==> src/hdl/rrs_pkg.sv <==
`timescale 1ns / 1ps
`default_nettype none
// ----------------------------------------------------------------------------
// rrs_pkg: shared types and constants for the register read sequencer
// Phase and step codes, bus command and job formats, message characters and
// the byte-to-decimal helper used when a message job is built.
// ----------------------------------------------------------------------------
package rrs_pkg;

  // Configuration register indexes
  localparam logic [1:0] CFG_DEVICE_ADDRESS = 2'd0;
  localparam logic [1:0] CFG_X_REGISTER     = 2'd1;
  localparam logic [1:0] CFG_Y_REGISTER     = 2'd2;

  // Configuration reset values
  localparam logic [6:0] DEVICE_ADDRESS_RST = 7'd28;
  localparam logic [7:0] X_REGISTER_RST     = 8'd41;
  localparam logic [7:0] Y_REGISTER_RST     = 8'd43;

  // Default depth of the job queue between front and back end
  localparam int RRS_QUEUE_DEPTH = 2;

  // Digits per value in the message
  localparam int DECIMAL_DIGITS = 3;

  // Message characters
  localparam logic [7:0] CHAR_ZERO = 8'h30;
  localparam logic [7:0] CHAR_X    = 8'h58;
  localparam logic [7:0] CHAR_Y    = 8'h59;
  localparam logic [7:0] CHAR_CR   = 8'h0D;
  localparam logic [7:0] CHAR_LF   = 8'h0A;

  // Transfer phase
  typedef enum logic [1:0] {
    PH_IDLE    = 2'd0,
    PH_WRITING = 2'd1,
    PH_READING = 2'd2
  } phase_t;

  // Step within a register read
  typedef enum logic [2:0] {
    STP_START    = 3'd0,
    STP_ADDR_W   = 3'd1,
    STP_REG_SENT = 3'd2,
    STP_RESTART  = 3'd3,
    STP_ADDR_R   = 3'd4,
    STP_DATA     = 3'd5
  } step_t;

  // One bus command beat
  typedef struct packed {
    logic       start_request;
    logic       stop_request;
    logic       ack_disable;
    logic       irq_enable;
    logic       irq_disable;
    logic       tx_write;
    logic [7:0] tx_byte;
  } cmd_t;

  typedef logic [DECIMAL_DIGITS-1:0][3:0] digits_t;

  // Work handed from front to back end: a command, optionally with a message
  typedef struct packed {
    logic    is_msg;
    cmd_t    cmd;
    digits_t x_digits;
    digits_t y_digits;
  } job_t;

  // Queue status seen by both ends
  typedef struct packed {
    logic full;
    logic empty;
  } qstat_t;

  // Split a byte into hundreds, tens and ones by reciprocal multiplication
  function automatic digits_t to_decimal(logic [7:0] v);
    logic [15:0] p1;
    logic [15:0] p2;
    logic [4:0]  q1;
    logic [4:0]  q2;
    logic [7:0]  ones;
    logic [4:0]  tens;
    digits_t     d;
    p1   = {8'd0, v} * 16'd205;
    q1   = p1[15:11];
    ones = v - ({3'd0, q1} * 8'd10);
    p2   = {11'd0, q1} * 16'd205;
    q2   = p2[15:11];
    tens = q1 - 5'(q2 * 5'd10);
    d[2] = q2[3:0];
    d[1] = tens[3:0];
    d[0] = ones[3:0];
    return d;
  endfunction

endpackage
`default_nettype wire

==> src/hdl/rrs_if.sv <==
`timescale 1ns / 1ps
`default_nettype none
// ----------------------------------------------------------------------------
// rrs_if: event and result channels of the register read sequencer
// Valid/ready channels; a beat moves when valid and ready are both high.
// ----------------------------------------------------------------------------
interface rrs_evt_if;
  logic       valid;
  logic       ready;
  logic       op;
  logic       update_event;
  logic       compare_event;
  logic       start_sent;
  logic       address_sent;
  logic       byte_finished;
  logic       rx_not_empty;
  logic [7:0] rx_byte;

  modport source (
    output valid, op, update_event, compare_event, start_sent, address_sent,
           byte_finished, rx_not_empty, rx_byte,
    input  ready
  );
  modport sink (
    input  valid, op, update_event, compare_event, start_sent, address_sent,
           byte_finished, rx_not_empty, rx_byte,
    output ready
  );
endinterface

interface rrs_res_if;
  logic       valid;
  logic       ready;
  logic       kind;
  logic       start_request;
  logic       stop_request;
  logic       ack_disable;
  logic       irq_enable;
  logic       irq_disable;
  logic       tx_write;
  logic [7:0] tx_byte;
  logic [7:0] char_byte;
  logic       last;

  modport source (
    output valid, kind, start_request, stop_request, ack_disable, irq_enable,
           irq_disable, tx_write, tx_byte, char_byte, last,
    input  ready
  );
  modport sink (
    input  valid, kind, start_request, stop_request, ack_disable, irq_enable,
           irq_disable, tx_write, tx_byte, char_byte, last,
    output ready
  );
endinterface
`default_nettype wire

==> src/hdl/rrs_front.sv <==
`timescale 1ns / 1ps
`default_nettype none
// ----------------------------------------------------------------------------
// rrs_front: event decoder and read sequencer state
// Accepts timer and controller status beats, advances the read sequence,
// captures received bytes and pushes one job per beat that has results.
// ----------------------------------------------------------------------------
module rrs_front
  import rrs_pkg::*;
(
  input  wire logic       clk,
  input  wire logic       rst,
  input  wire logic       cfg_write,
  input  wire logic [1:0] cfg_index,
  input  wire logic [7:0] cfg_data,
  rrs_evt_if.sink         evt,
  input  wire qstat_t     qs,
  output logic            push,
  output job_t            push_job
);

  logic [6:0] device_address;
  logic [7:0] x_register;
  logic [7:0] y_register;

  phase_t     phase, phase_next;
  step_t      step, step_next;
  logic [7:0] target, target_next;
  logic [7:0] x_value, x_value_next;
  logic [7:0] y_value, y_value_next;
  logic       accept;

  assign evt.ready = !qs.full;
  assign accept    = evt.valid && evt.ready;

  // Configuration registers
  always_ff @(posedge clk) begin
    if (rst) begin
      device_address <= DEVICE_ADDRESS_RST;
      x_register     <= X_REGISTER_RST;
      y_register     <= Y_REGISTER_RST;
    end else if (cfg_write) begin
      case (cfg_index)
        CFG_DEVICE_ADDRESS: device_address <= cfg_data[6:0];
        CFG_X_REGISTER:     x_register     <= cfg_data;
        CFG_Y_REGISTER:     y_register     <= cfg_data;
        default: ;
      endcase
    end
  end

  // Sequencer state
  always_ff @(posedge clk) begin
    if (rst) begin
      phase   <= PH_IDLE;
      step    <= STP_START;
      target  <= '0;
      x_value <= '0;
      y_value <= '0;
    end else begin
      phase   <= phase_next;
      step    <= step_next;
      target  <= target_next;
      x_value <= x_value_next;
      y_value <= y_value_next;
    end
  end

  // Decode the beat, advance the sequence and build the job
  always_comb begin
    phase_next   = phase;
    step_next    = step;
    target_next  = target;
    x_value_next = x_value;
    y_value_next = y_value;
    push         = 1'b0;
    push_job     = '0;
    if (accept) begin
      if (!evt.op) begin
        if (evt.update_event || evt.compare_event) begin
          push                       = 1'b1;
          push_job.is_msg            = evt.compare_event;
          push_job.cmd.irq_enable    = 1'b1;
          push_job.cmd.start_request = 1'b1;
          push_job.x_digits          = to_decimal(x_value);
          push_job.y_digits          = to_decimal(y_value);
          target_next = evt.compare_event ? y_register : x_register;
          phase_next  = PH_WRITING;
          step_next   = STP_START;
        end
      end else begin
        case (phase)
          PH_WRITING: begin
            push = 1'b1;
            if (step == STP_START && evt.start_sent) begin
              step_next             = STP_ADDR_W;
              push_job.cmd.tx_write = 1'b1;
              push_job.cmd.tx_byte  = {device_address, 1'b0};
            end else if (step == STP_ADDR_W && evt.address_sent) begin
              step_next             = STP_REG_SENT;
              phase_next            = PH_READING;
              push_job.cmd.tx_write = 1'b1;
              push_job.cmd.tx_byte  = target;
            end else begin
              push_job.cmd.stop_request = 1'b1;
            end
          end
          PH_READING: begin
            if (step == STP_REG_SENT && evt.byte_finished) begin
              push                       = 1'b1;
              push_job.cmd.start_request = 1'b1;
              step_next                  = STP_RESTART;
            end else if (step == STP_RESTART && evt.start_sent) begin
              push                     = 1'b1;
              push_job.cmd.tx_write    = 1'b1;
              push_job.cmd.tx_byte     = {device_address, 1'b1};
              push_job.cmd.ack_disable = 1'b1;
              step_next                = STP_ADDR_R;
            end else if (step == STP_ADDR_R && evt.address_sent) begin
              push                      = 1'b1;
              push_job.cmd.stop_request = 1'b1;
              step_next                 = STP_DATA;
            end else if (step == STP_DATA && evt.rx_not_empty) begin
              if (target == x_register) begin
                x_value_next = evt.rx_byte;
              end else begin
                y_value_next = evt.rx_byte;
              end
              phase_next = PH_IDLE;
            end
          end
          default: begin
            push                      = 1'b1;
            push_job.cmd.stop_request = 1'b1;
            push_job.cmd.irq_disable  = 1'b1;
            step_next                 = STP_START;
            phase_next                = PH_IDLE;
          end
        endcase
      end
    end
  end

`ifndef ASSERT_OFF
  // Reading is only entered past the register number
  a_read_step: assert property (@(posedge clk) disable iff (rst)
    (phase == PH_READING) |-> (step >= STP_REG_SENT && step <= STP_DATA))
    else $error("reading phase with an early step");

  // Writing covers only the first two steps
  a_write_step: assert property (@(posedge clk) disable iff (rst)
    (phase == PH_WRITING) |-> (step == STP_START || step == STP_ADDR_W))
    else $error("writing phase with a late step");

  // A timer start always restarts the sequence
  a_timer_start: assert property (@(posedge clk) disable iff (rst)
    (accept && !evt.op && (evt.update_event || evt.compare_event))
      |=> (phase == PH_WRITING && step == STP_START))
    else $error("timer start did not restart the read");
`endif

endmodule
`default_nettype wire

==> src/hdl/rrs_queue.sv <==
`timescale 1ns / 1ps
`default_nettype none
// ----------------------------------------------------------------------------
// rrs_queue: job queue between front and back end
// Small first-word-fall-through FIFO; the head job is visible while not empty.
// ----------------------------------------------------------------------------
module rrs_queue
  import rrs_pkg::*;
#(
  parameter int DEPTH = RRS_QUEUE_DEPTH
) (
  input  wire logic clk,
  input  wire logic rst,
  input  wire logic push,
  input  wire job_t push_job,
  input  wire logic pop,
  output job_t      head,
  output qstat_t    qs
);

  localparam int PTR_W = (DEPTH > 1) ? $clog2(DEPTH) : 1;
  localparam int CNT_W = $clog2(DEPTH + 1);
  localparam logic [PTR_W-1:0] PTR_LAST = PTR_W'(DEPTH - 1);
  localparam logic [CNT_W-1:0] CNT_FULL = CNT_W'(DEPTH);

  job_t             entries [DEPTH];
  logic [PTR_W-1:0] wr_ptr;
  logic [PTR_W-1:0] rd_ptr;
  logic [CNT_W-1:0] count;

  assign qs.full  = (count == CNT_FULL);
  assign qs.empty = (count == '0);
  assign head     = entries[rd_ptr];

  // Store pushed jobs
  always_ff @(posedge clk) begin
    if (push) begin
      entries[wr_ptr] <= push_job;
    end
  end

  // Advance pointers and fill count
  always_ff @(posedge clk) begin
    if (rst) begin
      wr_ptr <= '0;
      rd_ptr <= '0;
      count  <= '0;
    end else begin
      if (push) begin
        wr_ptr <= (wr_ptr == PTR_LAST) ? '0 : wr_ptr + 1'b1;
      end
      if (pop) begin
        rd_ptr <= (rd_ptr == PTR_LAST) ? '0 : rd_ptr + 1'b1;
      end
      case ({push, pop})
        2'b10:   count <= count + 1'b1;
        2'b01:   count <= count - 1'b1;
        default: count <= count;
      endcase
    end
  end

`ifndef ASSERT_OFF
  // Fill count never passes the depth
  a_count_range: assert property (@(posedge clk) disable iff (rst)
    count <= CNT_FULL)
    else $error("queue count beyond depth");

  // Push never lands on a full queue, pop never on an empty one
  a_no_overrun: assert property (@(posedge clk) disable iff (rst)
    !(push && qs.full) && !(pop && qs.empty))
    else $error("queue overrun or underrun");

  // A lone pop drains exactly one entry
  a_pop_drains: assert property (@(posedge clk) disable iff (rst)
    (pop && !push) |=> (count == $past(count) - 1'b1))
    else $error("queue count did not drop on pop");
`endif

endmodule
`default_nettype wire

==> src/hdl/rrs_back.sv <==
`timescale 1ns / 1ps
`default_nettype none
// ----------------------------------------------------------------------------
// rrs_back: result beat generator
// Expands the head job into one command beat, followed for a message job by
// ten character beats, and pops the job on its last beat.
// ----------------------------------------------------------------------------
module rrs_back
  import rrs_pkg::*;
(
  input  wire logic   clk,
  input  wire logic   rst,
  input  wire job_t   head,
  input  wire qstat_t qs,
  output logic        pop,
  rrs_res_if.source   res
);

  // Beat positions within a message job
  localparam logic [3:0] BEAT_CMD    = 4'd0;
  localparam logic [3:0] BEAT_X_TAG  = 4'd1;
  localparam logic [3:0] BEAT_X_HUND = 4'd2;
  localparam logic [3:0] BEAT_X_TENS = 4'd3;
  localparam logic [3:0] BEAT_X_ONES = 4'd4;
  localparam logic [3:0] BEAT_Y_TAG  = 4'd5;
  localparam logic [3:0] BEAT_Y_HUND = 4'd6;
  localparam logic [3:0] BEAT_Y_TENS = 4'd7;
  localparam logic [3:0] BEAT_Y_ONES = 4'd8;
  localparam logic [3:0] BEAT_CR     = 4'd9;
  localparam logic [3:0] BEAT_LF     = 4'd10;

  logic [3:0] beat;
  logic       last_beat;
  logic       out_accept;
  logic       is_char;
  cmd_t       cmd;

  assign last_beat  = head.is_msg ? (beat == BEAT_LF) : 1'b1;
  assign res.valid  = !qs.empty;
  assign out_accept = res.valid && res.ready;
  assign pop        = out_accept && last_beat;
  assign is_char    = head.is_msg && (beat != BEAT_CMD);

  // Count beats of the head job
  always_ff @(posedge clk) begin
    if (rst) begin
      beat <= BEAT_CMD;
    end else if (out_accept) begin
      beat <= last_beat ? BEAT_CMD : beat + 1'b1;
    end
  end

  // Select the character for this beat
  always_comb begin
    case (beat)
      BEAT_X_TAG:  res.char_byte = CHAR_X;
      BEAT_X_HUND: res.char_byte = CHAR_ZERO + {4'd0, head.x_digits[2]};
      BEAT_X_TENS: res.char_byte = CHAR_ZERO + {4'd0, head.x_digits[1]};
      BEAT_X_ONES: res.char_byte = CHAR_ZERO + {4'd0, head.x_digits[0]};
      BEAT_Y_TAG:  res.char_byte = CHAR_Y;
      BEAT_Y_HUND: res.char_byte = CHAR_ZERO + {4'd0, head.y_digits[2]};
      BEAT_Y_TENS: res.char_byte = CHAR_ZERO + {4'd0, head.y_digits[1]};
      BEAT_Y_ONES: res.char_byte = CHAR_ZERO + {4'd0, head.y_digits[0]};
      BEAT_CR:     res.char_byte = CHAR_CR;
      BEAT_LF:     res.char_byte = CHAR_LF;
      default:     res.char_byte = '0;
    endcase
    if (!is_char) begin
      res.char_byte = '0;
    end
  end

  // Command fields drop to zero on character beats
  assign cmd               = is_char ? '0 : head.cmd;
  assign res.kind          = is_char;
  assign res.start_request = cmd.start_request;
  assign res.stop_request  = cmd.stop_request;
  assign res.ack_disable   = cmd.ack_disable;
  assign res.irq_enable    = cmd.irq_enable;
  assign res.irq_disable   = cmd.irq_disable;
  assign res.tx_write      = cmd.tx_write;
  assign res.tx_byte       = cmd.tx_byte;
  assign res.last          = last_beat;

endmodule
`default_nettype wire

==> src/hdl/i2c_register_read_sequencer.sv <==
`timescale 1ns / 1ps
`default_nettype none
// ----------------------------------------------------------------------------
// i2c_register_read_sequencer: I2C master register read sequencer
// Steps one-byte sensor register reads from timer and controller status
// events, and emits bus commands and an "X ddd Y ddd CR LF" message.
// ----------------------------------------------------------------------------
//  channel  dir  handshake       contents
//  evt      in   valid/ready     op, timer flags, status flags, rx_byte
//  res      out  valid/ready     kind, command bits, tx_byte, char_byte, last
//  cfg      in   cfg_write only  cfg_index, cfg_data
//
//  An event beat is taken whenever the job queue has room.
//  Each result beat waits for res.ready: a command job is one beat and a
//  message job eleven. Events without results never enter the queue.
//  Synchronous reset clears sequencer state, queue and beat counter.
//  Stalls on res fill the queue, then drop evt.ready.
// ----------------------------------------------------------------------------
module i2c_register_read_sequencer
  import rrs_pkg::*;
#(
  parameter int QUEUE_DEPTH = RRS_QUEUE_DEPTH
) (
  input  wire logic       clk,
  input  wire logic       rst,
  input  wire logic       cfg_write,
  input  wire logic [1:0] cfg_index,
  input  wire logic [7:0] cfg_data,
  rrs_evt_if.sink         evt,
  rrs_res_if.source       res
);

  logic   push;
  logic   pop;
  job_t   push_job;
  job_t   head;
  qstat_t qs;

  rrs_front u_front (
    .clk       (clk),
    .rst       (rst),
    .cfg_write (cfg_write),
    .cfg_index (cfg_index),
    .cfg_data  (cfg_data),
    .evt       (evt),
    .qs        (qs),
    .push      (push),
    .push_job  (push_job)
  );

  rrs_queue #(
    .DEPTH (QUEUE_DEPTH)
  ) u_queue (
    .clk      (clk),
    .rst      (rst),
    .push     (push),
    .push_job (push_job),
    .pop      (pop),
    .head     (head),
    .qs       (qs)
  );

  rrs_back u_back (
    .clk  (clk),
    .rst  (rst),
    .head (head),
    .qs   (qs),
    .pop  (pop),
    .res  (res)
  );

endmodule
`default_nettype wire

==> src/flat_wrapper.sv <==
// flat-port wrapper written by rule: the top's interface ports become plain ports
module i2c_register_read_sequencer_flat import rrs_pkg::*;
#(
  parameter int QUEUE_DEPTH = RRS_QUEUE_DEPTH
)
  (clk, rst, cfg_write, cfg_index, cfg_data, evt_valid, evt_op, evt_update_event, evt_compare_event, evt_start_sent, evt_address_sent, evt_byte_finished, evt_rx_not_empty, evt_rx_byte, evt_ready, res_valid, res_kind, res_start_request, res_stop_request, res_ack_disable, res_irq_enable, res_irq_disable, res_tx_write, res_tx_byte, res_char_byte, res_last, res_ready);
  rrs_evt_if evt_i ();
  rrs_res_if res_i ();
  input  wire logic clk;
  input  wire logic rst;
  input  wire logic cfg_write;
  input  wire logic [1:0] cfg_index;
  input  wire logic [7:0] cfg_data;
  input wire logic [$bits(evt_i.valid)-1:0] evt_valid;
  input wire logic [$bits(evt_i.op)-1:0] evt_op;
  input wire logic [$bits(evt_i.update_event)-1:0] evt_update_event;
  input wire logic [$bits(evt_i.compare_event)-1:0] evt_compare_event;
  input wire logic [$bits(evt_i.start_sent)-1:0] evt_start_sent;
  input wire logic [$bits(evt_i.address_sent)-1:0] evt_address_sent;
  input wire logic [$bits(evt_i.byte_finished)-1:0] evt_byte_finished;
  input wire logic [$bits(evt_i.rx_not_empty)-1:0] evt_rx_not_empty;
  input wire logic [$bits(evt_i.rx_byte)-1:0] evt_rx_byte;
  output wire logic [$bits(evt_i.ready)-1:0] evt_ready;
  output wire logic [$bits(res_i.valid)-1:0] res_valid;
  output wire logic [$bits(res_i.kind)-1:0] res_kind;
  output wire logic [$bits(res_i.start_request)-1:0] res_start_request;
  output wire logic [$bits(res_i.stop_request)-1:0] res_stop_request;
  output wire logic [$bits(res_i.ack_disable)-1:0] res_ack_disable;
  output wire logic [$bits(res_i.irq_enable)-1:0] res_irq_enable;
  output wire logic [$bits(res_i.irq_disable)-1:0] res_irq_disable;
  output wire logic [$bits(res_i.tx_write)-1:0] res_tx_write;
  output wire logic [$bits(res_i.tx_byte)-1:0] res_tx_byte;
  output wire logic [$bits(res_i.char_byte)-1:0] res_char_byte;
  output wire logic [$bits(res_i.last)-1:0] res_last;
  input wire logic [$bits(res_i.ready)-1:0] res_ready;
  assign evt_i.valid = evt_valid;
  assign evt_i.op = evt_op;
  assign evt_i.update_event = evt_update_event;
  assign evt_i.compare_event = evt_compare_event;
  assign evt_i.start_sent = evt_start_sent;
  assign evt_i.address_sent = evt_address_sent;
  assign evt_i.byte_finished = evt_byte_finished;
  assign evt_i.rx_not_empty = evt_rx_not_empty;
  assign evt_i.rx_byte = evt_rx_byte;
  assign evt_ready = evt_i.ready;
  assign res_valid = res_i.valid;
  assign res_kind = res_i.kind;
  assign res_start_request = res_i.start_request;
  assign res_stop_request = res_i.stop_request;
  assign res_ack_disable = res_i.ack_disable;
  assign res_irq_enable = res_i.irq_enable;
  assign res_irq_disable = res_i.irq_disable;
  assign res_tx_write = res_i.tx_write;
  assign res_tx_byte = res_i.tx_byte;
  assign res_char_byte = res_i.char_byte;
  assign res_last = res_i.last;
  assign res_i.ready = res_ready;
  i2c_register_read_sequencer #(.QUEUE_DEPTH(QUEUE_DEPTH)) u_core (.clk(clk), .rst(rst), .cfg_write(cfg_write), .cfg_index(cfg_index), .cfg_data(cfg_data), .evt(evt_i), .res(res_i));
endmodule
==> config.mk <==
export PLATFORM = sky130hd
export DESIGN_NAME = i2c_register_read_sequencer_flat
export DESIGN_NICKNAME = d
export VERILOG_FILES = /design/src/hdl/rrs_pkg.sv /design/src/hdl/rrs_if.sv /design/src/hdl/rrs_front.sv /design/src/hdl/rrs_queue.sv /design/src/hdl/rrs_back.sv /design/src/hdl/i2c_register_read_sequencer.sv /design/src/flat_wrapper.sv
export SDC_FILE = /design/constraint.sdc
export NUM_CORES = 1
export LEC_CHECK = 0
export ABC_AREA = 1
export BUFFER_PORTS_ARGS = -buffer_cell sky130_fd_sc_hd__buf_2
export CELL_PAD_IN_SITES_DETAIL_PLACEMENT = 1
export CELL_PAD_IN_SITES_GLOBAL_PLACEMENT = 2
export CORE_AREA = 2 2 172 174
export CTS_CLUSTER_DIAMETER = 60
export DETAILED_ROUTE_END_ITERATION = 16
export DIE_AREA = 0 0 174 176
export GPL_TIMING_DRIVEN = 0
export PLACE_DENSITY_LB_ADDON = 0.1
export SYNTH_ARGS = -nofsm -noshare
export SYNTH_HDL_FRONTEND = slang
export SYNTH_SLANG_ARGS = --single-unit
==> constraint.sdc <==
create_clock -name clk -period 6.3 [get_ports clk]
set_clock_uncertainty 0.15 [all_clocks]
set_input_delay 0.63 -clock clk [delete_from_list [all_inputs] [get_ports clk]]
set_output_delay 0.63 -clock clk [all_outputs]
set_load 0.005 [all_outputs]
# Yosys cells after proc, flatten, opt, wreduce, memory -nomap -nowiden
# Memories as Yosys holds them, arrays and structs flattened. A register that Yosys moved wholly into a read port is not among the register bits.
# Index checks and enable logic that the tools add are counted.
dict set report word_totals {
  wordCells 161
  in_bits 30
  regBits 60
  n_memories 1
  ram_bits 78
}
dict set report op_classes {
  multipliers 8
  reduce_logical 28
  eq_ne 31
  add_sub_neg 15
  mux 61
  bitwise 5
}
# memory depth word_bits rd rd_clocked_by_memory_dff wr line
set memory_table {}
lappend memory_table {u_core.u_queue.entries 2 39 1 1 1 rrs_queue.sv:26} ;# job_t entries [DEPTH];
# cell count
set op_table {}
lappend op_table {{one-hot mux 7 bit (10 select lines)} 1}
lappend op_table {{adder 6 x 4 -> 7 bit (first input constant)} 6}
lappend op_table {{two-way mux 39 bit} 1}
lappend op_table {{two-way mux 9 bit} 4}
lappend op_table {{multiplier 8 x 8 -> 16 bit (second input constant)} 2}
lappend op_table {{multiplier 5 x 8 -> 13 bit (second input constant)} 2}
lappend op_table {{two-way mux 1 bit} 25}
lappend op_table {{two-way mux 24 bit} 1}
lappend op_table {{AND reduction 8 bit} 3}
lappend op_table {{two-way mux 2 bit} 11}
lappend op_table {{two-way mux 22 bit} 1}
lappend op_table {{two-way mux 3 bit} 7}
lappend op_table {{!= test 3 bit (second input constant)} 6}
lappend op_table {{one-hot mux 9 bit (2 select lines)} 1}
lappend op_table {{== test 4 x 3 -> 1 bit (second input constant)} 4}
lappend op_table {{two-way mux 8 bit} 2}
lappend op_table {{subtractor 4 bit} 4}
lappend op_table {{two-way mux 14 bit} 1}
lappend op_table {{== test 4 bit (second input constant)} 3}
lappend op_table {{logical AND 1 bit} 10}
lappend op_table {{multiplier 5 x 3 -> 3 bit (second input constant)} 2}
lappend op_table {{two-way mux 10 bit} 1}
lappend op_table {{== test 2 bit (second input constant)} 4}
lappend op_table {{== test 4 x 2 -> 1 bit (second input constant)} 2}
lappend op_table {{other kinds (28)} 44}

# Depth between registers and ports, before layout
# Gate-level depths: netlist of the first run.
dict set report logic_depth {
  word_depth 10
  ltp_mapped 38
}

# Modules after synthesis
# From an unflattened synthesis of the first run, not the netlist that was laid out.
dict set report hier_totals {
  cells_unflattened 1152
  hier_area_um2 10146.0
}
# module seq_area_each_um2 n_inst cells_each area_per_inst_um2
set modules_own_cells {}
lappend modules_own_cells {rrs_front 1041.0 1 851 6258.5}
lappend modules_own_cells {rrs_queue 2442.3 1 154 3085.5}
lappend modules_own_cells {rrs_back 80.1 1 147 802.0}

# Worst setup path before layout of the first run
# OpenSTA, ideal clock, no wires.
dict set report synth_path {
  path_kind {register to register}
  from {register u_core.u_front.y_value[6]}
  to {memory u_core.u_queue.entries[0][7] (netlist name), data pin}
  synth_period_minus_slack_ns 6.552
  setup_slack_ns -0.252
  n_path_buf 0
  arrival_time_ns 6.147
  required_ns 5.895
  path_stages_with_launch 35
  cell_sequence {dfxtp_1 > ha_1 > fa_1 > fa_1 > inv_1 > fa_1 > inv_1 > ha_1 > nand2_1 > inv_1 > nand2_1 > o21ai_2 > inv_2 > o21bai_2 > xor2_2 > and2_1 > ha_1 > inv_1 > fa_1 > inv_1 > ha_1 > nand2_1 > nor2_1 > o21ai_0 > nand3_1 > inv_1 > nand3_2 > nand2_2 > ha_1 > inv_1 > fa_1 > xor2_1 > nand3_1 > nand2_1 > nor2_1}
}
# element line
set synth_lines {}
lappend synth_lines {{start, declared} rrs_front.sv:30} ;# logic [7:0] y_value, y_value_next;
lappend synth_lines {{start signal, assigned} rrs_front.sv:65} ;# y_value <= y_value_next;
lappend synth_lines {{end, declared} rrs_queue.sv:26}

==> results.toml, run 1 <==
[global_routing]
grt_pass1_vias = 8152
grt_max_degree = 23
grt_pass1_wl_um = 42800
antenna_found_initial = 0
grt_overflow = 0
grtUsageTotal_pct = 17.8

[logic_synthesis]
yosys_warnings = 0
ys_ff_latch = 131
syn_area_per_cell_um2 = 8.35
ys.flop_type = "edfxtp_1"
netlist_area_um2 = 9660
synth_area_leader_cell = "edfxtp_1"
synthesis.nets = 1353
synth_top_area_share_pct = 21.8
synthTopCellsByArea = "edfxtp_1 22%, ha_1 18%, dfxtp_1 13%"
async_flop_share_pct = 0
seq_area_frac_synth_pct = 34.4
synth_edf_count = 70
synth_cell_types = 51
netlist_instances = 1156

[run]
maxCapViolCount = 0

[placed_design]
io_buffers = 52
dpl.hpwl_um = 20600
globalplace.congestion = 0.809

[timing]
setup_viol = 6
fin_crit_sh_pct = 104
clock.fmax_ghz = 0.153
hold_violations = 0
min_period_ns = 6.53
tightest_slew_ns = 1.14
post-route-worst-setup-slack_ns = -0.230
whs_ns = 0.283
slew-limit-headroom_pct = 23.2
rsz0062_at_grt = "true"
slew_viol_final = 0

[critical_path]
path_class = "flop to flop"
slowest_delay_ns = 0.53
path_common_cell = "inv_2"
slowest_stage = "fa_1"
endpoint_kind = "flop"
crit_arrival_ns = 6.56
crit_required_ns = 6.33
crit_fanout = 5
critPathLaunchType = "flop"

[route]
drc = 0
post_drt_wl_per_cell_um = 15.5
routed-via-count = 7693
drt-total-wl_um = 25800
viasPerCell = 4.63
drt_iter0_markers = 223
drt_pass1_iterations = 4
drtAntennaViolNets = 0

[die]
core_area_um2 = 28500
die_area_um2 = 30600
initial_core_util_pct = 33.8
die-height_um = 176
rows = 62
ios = 56
die_x_um = 174

[cells_and_area]
drive_gt1_share_pct = 22.5
num_antenna_cells = 0
nets = 1460
syn_to_final_growth_pct = 22.2
nFillCells = 3457
fin_util_pct = 41.4

[cts]
clk_path_buf_depth = 2
cts_sinks = 131
cts.htree.levels = 4
numCtsBuffers = 17
clk_pin_slew_ns = 0.06
clk_latency_ns = 0.43
cts_tree = "done"
clock-root-buffer = "clkbuf_16"

[pwr]
leakagePower_nw = 5.85
powerDensity_nw_per_um2 = 193
power_mw = 2.28
ir_drop_mv = 0.144

[status]
status = "finished with violations"
violations = "negative setup slack"

[min_path]
min_path_type = "primary input to flop"
-- critical path, delay by kind of cell, from the launching register on --
| kind | cells | cell delay (ns) |
|---|---|---|
| adders and majority gates | 10 | 3.52 |
| buffers and inverters | 8 | 0.44 |
| AOI/OAI and AO/OA | 4 | 0.69 |
| and+or+nand+nor | 9 | 0.84 |
| xor gates and xnor gates | 2 | 0.27 |
| DFF | 1 | 0.36 |
-- cell usage after synthesis (16+ instances only) --
master    count
a21oi_1      62
a211oi_1     20
edfxtp_1     70
nand3_1      37
o21ai_0      40
nand2_1     243
nand2_2      16
nor2_1      100
dfxtp_1      61
inv_1       199
ha_1        139
xnor2_1      16
fa_1         28
-- where the power goes --
part	switching, mW	internal (mW)
sequential	0.0315	0.962
combinational	0.207	0.106
clock	0.417	0.553
total	0.656	1.62
-- cell type report --
type | count | area (um^2) | area share [%]
clock buffers | 17 | 425 | 3.60
clock inverters | 15 | 145 | 1.23
inverters | 209 | 787 | 6.67
multi-input cells | 793 | 5890 | 49.9
well taps | 384 | 480 | 4.07
repair buffers | 88 | 607 | 5.14
plain buffers | 23 | 111 | 0.943
flip-flops and latches | 131 | 3360 | 28.4
-- layout by cell type, fill, tap and decap left out, types with 30 or more instances in the layout --
cell	instances
a21oi_1	60
buf_2	57
buf_4	30
dfxtp_1	47
edfxtp_1	70
ha_1	124
inv_1	179
nand2_1	225
nand2_2	30
nand3_1	30
nor2_1	92
o21ai_0	38
-- path summary, 6_finish.rpt --
check | from | to | slack (ns) | cells past startpoint
max reg2reg | u_core.u_front.y_value[1] | u_core.u_queue.entries[0][7] | -0.23 | 33
min reg2reg | u_core.u_front.device_address[4] | u_core.u_front.device_address[4] | 0.31 | 2
min | evt_rx_byte[3] | u_core.u_front.y_value[3] | 0.28 | 3
max | u_core.u_front.y_value[1] | u_core.u_queue.entries[0][7] | -0.23 | 33
-- cells by family after synthesis --
family / synth area share, %
simple gates: 20.1
buf+inv: 9.28
fa+ha+maj: 23.8
compound gates: 9.72
xor+xnor: 2.60
flops: 34.4
other cells: 0.0388
-- per-stage QoR --
step	TNS (ns)	worst slack, ns	cells	instance area, um^2
floorplan	0	0.00952	1156	9780
global placement	-4.23	-0.613	1592	10500
detailed placement	-5.00	-0.677	1594	10600
CTS	-0.969	-0.205	1652	11600
global route	-3.45	-0.555	1660	11800
finish	-0.966	-0.230	1660	11800
-- layer usage --
metal  share of wire (%)  up-vias  GRT usage (%)
met1                  49     3636           24.0
met5                   0        -              0
li1                    -     3970              -
met2                  48       69           29.9
met3                 2.2       18           2.82
met4                 1.2        0           4.31
-- registers in the layout, summed over array words and instances, names as in the netlist, named ones only --
name and flops:
u_core.u_back.beat 4, u_core.u_front.device_address 7, u_core.u_front.phase 2, u_core.u_front.step 3
u_core.u_front.target 8, u_core.u_front.x_register 8, u_core.u_front.x_value 8, u_core.u_front.y_register 8
u_core.u_front.y_value 8, u_core.u_queue.count 2, u_core.u_queue.entries 70, u_core.u_queue.rd_ptr 1
u_core.u_queue.wr_ptr 1
-- timing repair --
item	4_1_cts	5_1_grt
pin swaps	37	26
gates cloned	0	0
hold buffers	0	0
setup endpoints to repair	12	10
buffers inserted	26	8
gates resized for setup	66	37
Power figures use the tool's default switching activity.
==> run 2, diff against run 1 <==
--- a/config.mk
+++ b/config.mk
@@ -7,14 +7,13 @@
 export LEC_CHECK = 0
 export ABC_AREA = 1
 export BUFFER_PORTS_ARGS = -buffer_cell sky130_fd_sc_hd__buf_2
-export CELL_PAD_IN_SITES_DETAIL_PLACEMENT = 1
-export CELL_PAD_IN_SITES_GLOBAL_PLACEMENT = 2
-export CORE_AREA = 2 2 172 174
+export CORE_AREA = 2 2 136 138
 export CTS_CLUSTER_DIAMETER = 60
 export DETAILED_ROUTE_END_ITERATION = 16
-export DIE_AREA = 0 0 174 176
+export DIE_AREA = 0 0 138 140
 export GPL_TIMING_DRIVEN = 0
-export PLACE_DENSITY_LB_ADDON = 0.1
+export PLACE_DENSITY = 0.75
+export SLEW_MARGIN = 20
 export SYNTH_ARGS = -nofsm -noshare
 export SYNTH_HDL_FRONTEND = slang
 export SYNTH_SLANG_ARGS = --single-unit
==> results.toml, run 2 (synthesis gave the netlist of run 1 again) <==
[timing]
hold_violations = 0
fin_crit_sh_pct = 107
min_period_ns = 6.76
setup_viol = 10
clock.fmax_ghz = 0.148
post-route-worst-setup-slack_ns = -0.457
slew_viol_final = 0
rsz0062_at_grt = "true"
tightest_slew_ns = 0.874
slew-limit-headroom_pct = 41.3

[global_routing]
grt_pass1_vias = 8007
grtUsageTotal_pct = 24.2
grt_pass1_wl_um = 38000
grt_max_degree = 23
antenna_found_initial = 0
grt_overflow = 0

[placed_design]
io_buffers = 52
globalplace.congestion = 0.952
dpl.hpwl_um = 16900
postPlaceCellArea_um2 = 10400
dp_slack_ns = -0.546

[cells_and_area]
final_cell_mix = "230 x nand2_1, 178 x inv_1, 117 x ha_1"
fin_util_pct = 66.3
stdcell_area_um2 = 11800
largest_reg_flops = 70
num_antenna_cells = 0
top_register = "u_core.u_queue.entries"
drive_gt1_share_pct = 23.8
final_common_cell = "nand2_1"
syn_to_final_growth_pct = 22.0
nets = 1478

[cts]
ctsHoldBuffers = 0
cts.htree.levels = 4
numCtsBuffers = 17
cts_tree = "done"
clock-root-buffer = "clkbuf_16"
clk_pin_slew_ns = 0.05
cts_sinks = 131
clk_latency_ns = 0.42
clk_path_buf_depth = 2

[die]
die_x_um = 138
ios = 56
die-height_um = 140
initial_core_util_pct = 54.3
core_area_um2 = 17800
rows = 49
die_area_um2 = 19300

[critical_path]
slowest_stage = "fa_1"
endpoint_kind = "flop"
crit_fanout = 5
critPathLaunchType = "flop"
slowest_delay_ns = 0.53
ff2ff_setup_slack_ns = -0.46
path_common_cell = "inv_2"
crit_required_ns = 6.32
crit_arrival_ns = 6.77
path_class = "flop to flop"

[route]
drt_pass1_iterations = 5
drt_iter0_markers = 536
drc = 0
viasPerCell = 5.37
routed-via-count = 8185
post_drt_wl_per_cell_um = 15.7
drtAntennaViolNets = 0
drt-total-wl_um = 23800

[pwr]
internal-power_mw = 1.68
powerDensity_nw_per_um2 = 194
power_switching_mw = 0.611
pwr-share-clk_pct = 42.8
combPwrFrac_pct = 13.7
seq_power_share_pct = 43.4
ir_drop_mv = 0.215
leakagePower_nw = 5.90
swShare_pct = 26.7

[run]
maxCapViolCount = 0

[status]
violations = "negative setup slack"
status = "finished with violations"

[min_path]
min_path_type = "flop to flop"
run 2: power by group through the flow:
stage               Sequential (mW)  Clock (mW)  Combinational, mW
CTS                           0.994       0.980              0.312
global route                   1.00        1.01              0.354
floorplan                      1.01           0              0.193
global placement               1.01           0              0.291
finish                        0.995       0.981              0.314
detailed placement             1.01           0              0.309
run 2: metrics by stage:
step           hold slack (ns)  TNS, ns  instances  power, mW
5_1_grt                  0.324    -4.76       1523       2.37
4_1_cts                  0.304    -1.20       1513       2.29
2_1_floorplan            0.276        0       1156       1.20
3_3_place_gp             0.290    -2.71       1437       1.31
3_5_place_dp             0.294    -3.52       1439       1.32
6_report                 0.305    -2.54       1523       2.29
run 2: worst paths after layout:
path / startpoint / to / depth (start not counted)
setup reg to reg: u_core.u_front.y_value[2] / u_core.u_queue.entries[1][7] / 35
setup / recovery: u_core.u_front.y_value[2] / u_core.u_queue.entries[1][7] / 35
hold reg to reg: u_core.u_front.device_address[2] / u_core.u_front.device_address[2] / 2
hold / removal: u_core.u_front.device_address[2] / u_core.u_front.device_address[2] / 2
run 2: worst max-delay path: cells and delay by family (launching register included):
family | cells | cell delay, ns
adders and majority gates | 10 | 3.49
and+or+nand+nor | 11 | 1.03
AOI/OAI and AO/OA | 4 | 0.55
xor gates and xnor gates | 2 | 0.51
buffers and inverters | 8 | 0.41
DFF | 1 | 0.36
run 2: area by class of cell:
type | count | area, um^2
Buffer | 23 | 111
Clock buffer | 25 | 515
Clock inverter | 7 | 73.8
Fill cell | 1393 | 5990
Inverter | 209 | 790
Multi-Input combinational cell | 793 | 5940
Sequential cell | 131 | 3360
Tap cell | 229 | 287
Timing Repair Buffer | 106 | 709
run 2: metal layers:
| layer | track usage [%] | share of wire (%) | up-vias |
|---|---|---|---|
| li1 | - | - | 4008 |
| met1 | 31.8 | 44 | 3892 |
| met2 | 40.8 | 49 | 239 |
| met3 | 4.55 | 4.9 | 46 |
| met4 | 7.36 | 2.4 | 0 |
| met5 | 0 | 0 | - |
run 2: what timing repair did:
action                                  4_1_cts  5_1_grt
cloned                                        0        0
pin swaps                                    51       23
endpoints found under the setup margin        8       12
buffers inserted                             42       10
gates resized for setup                      66       37
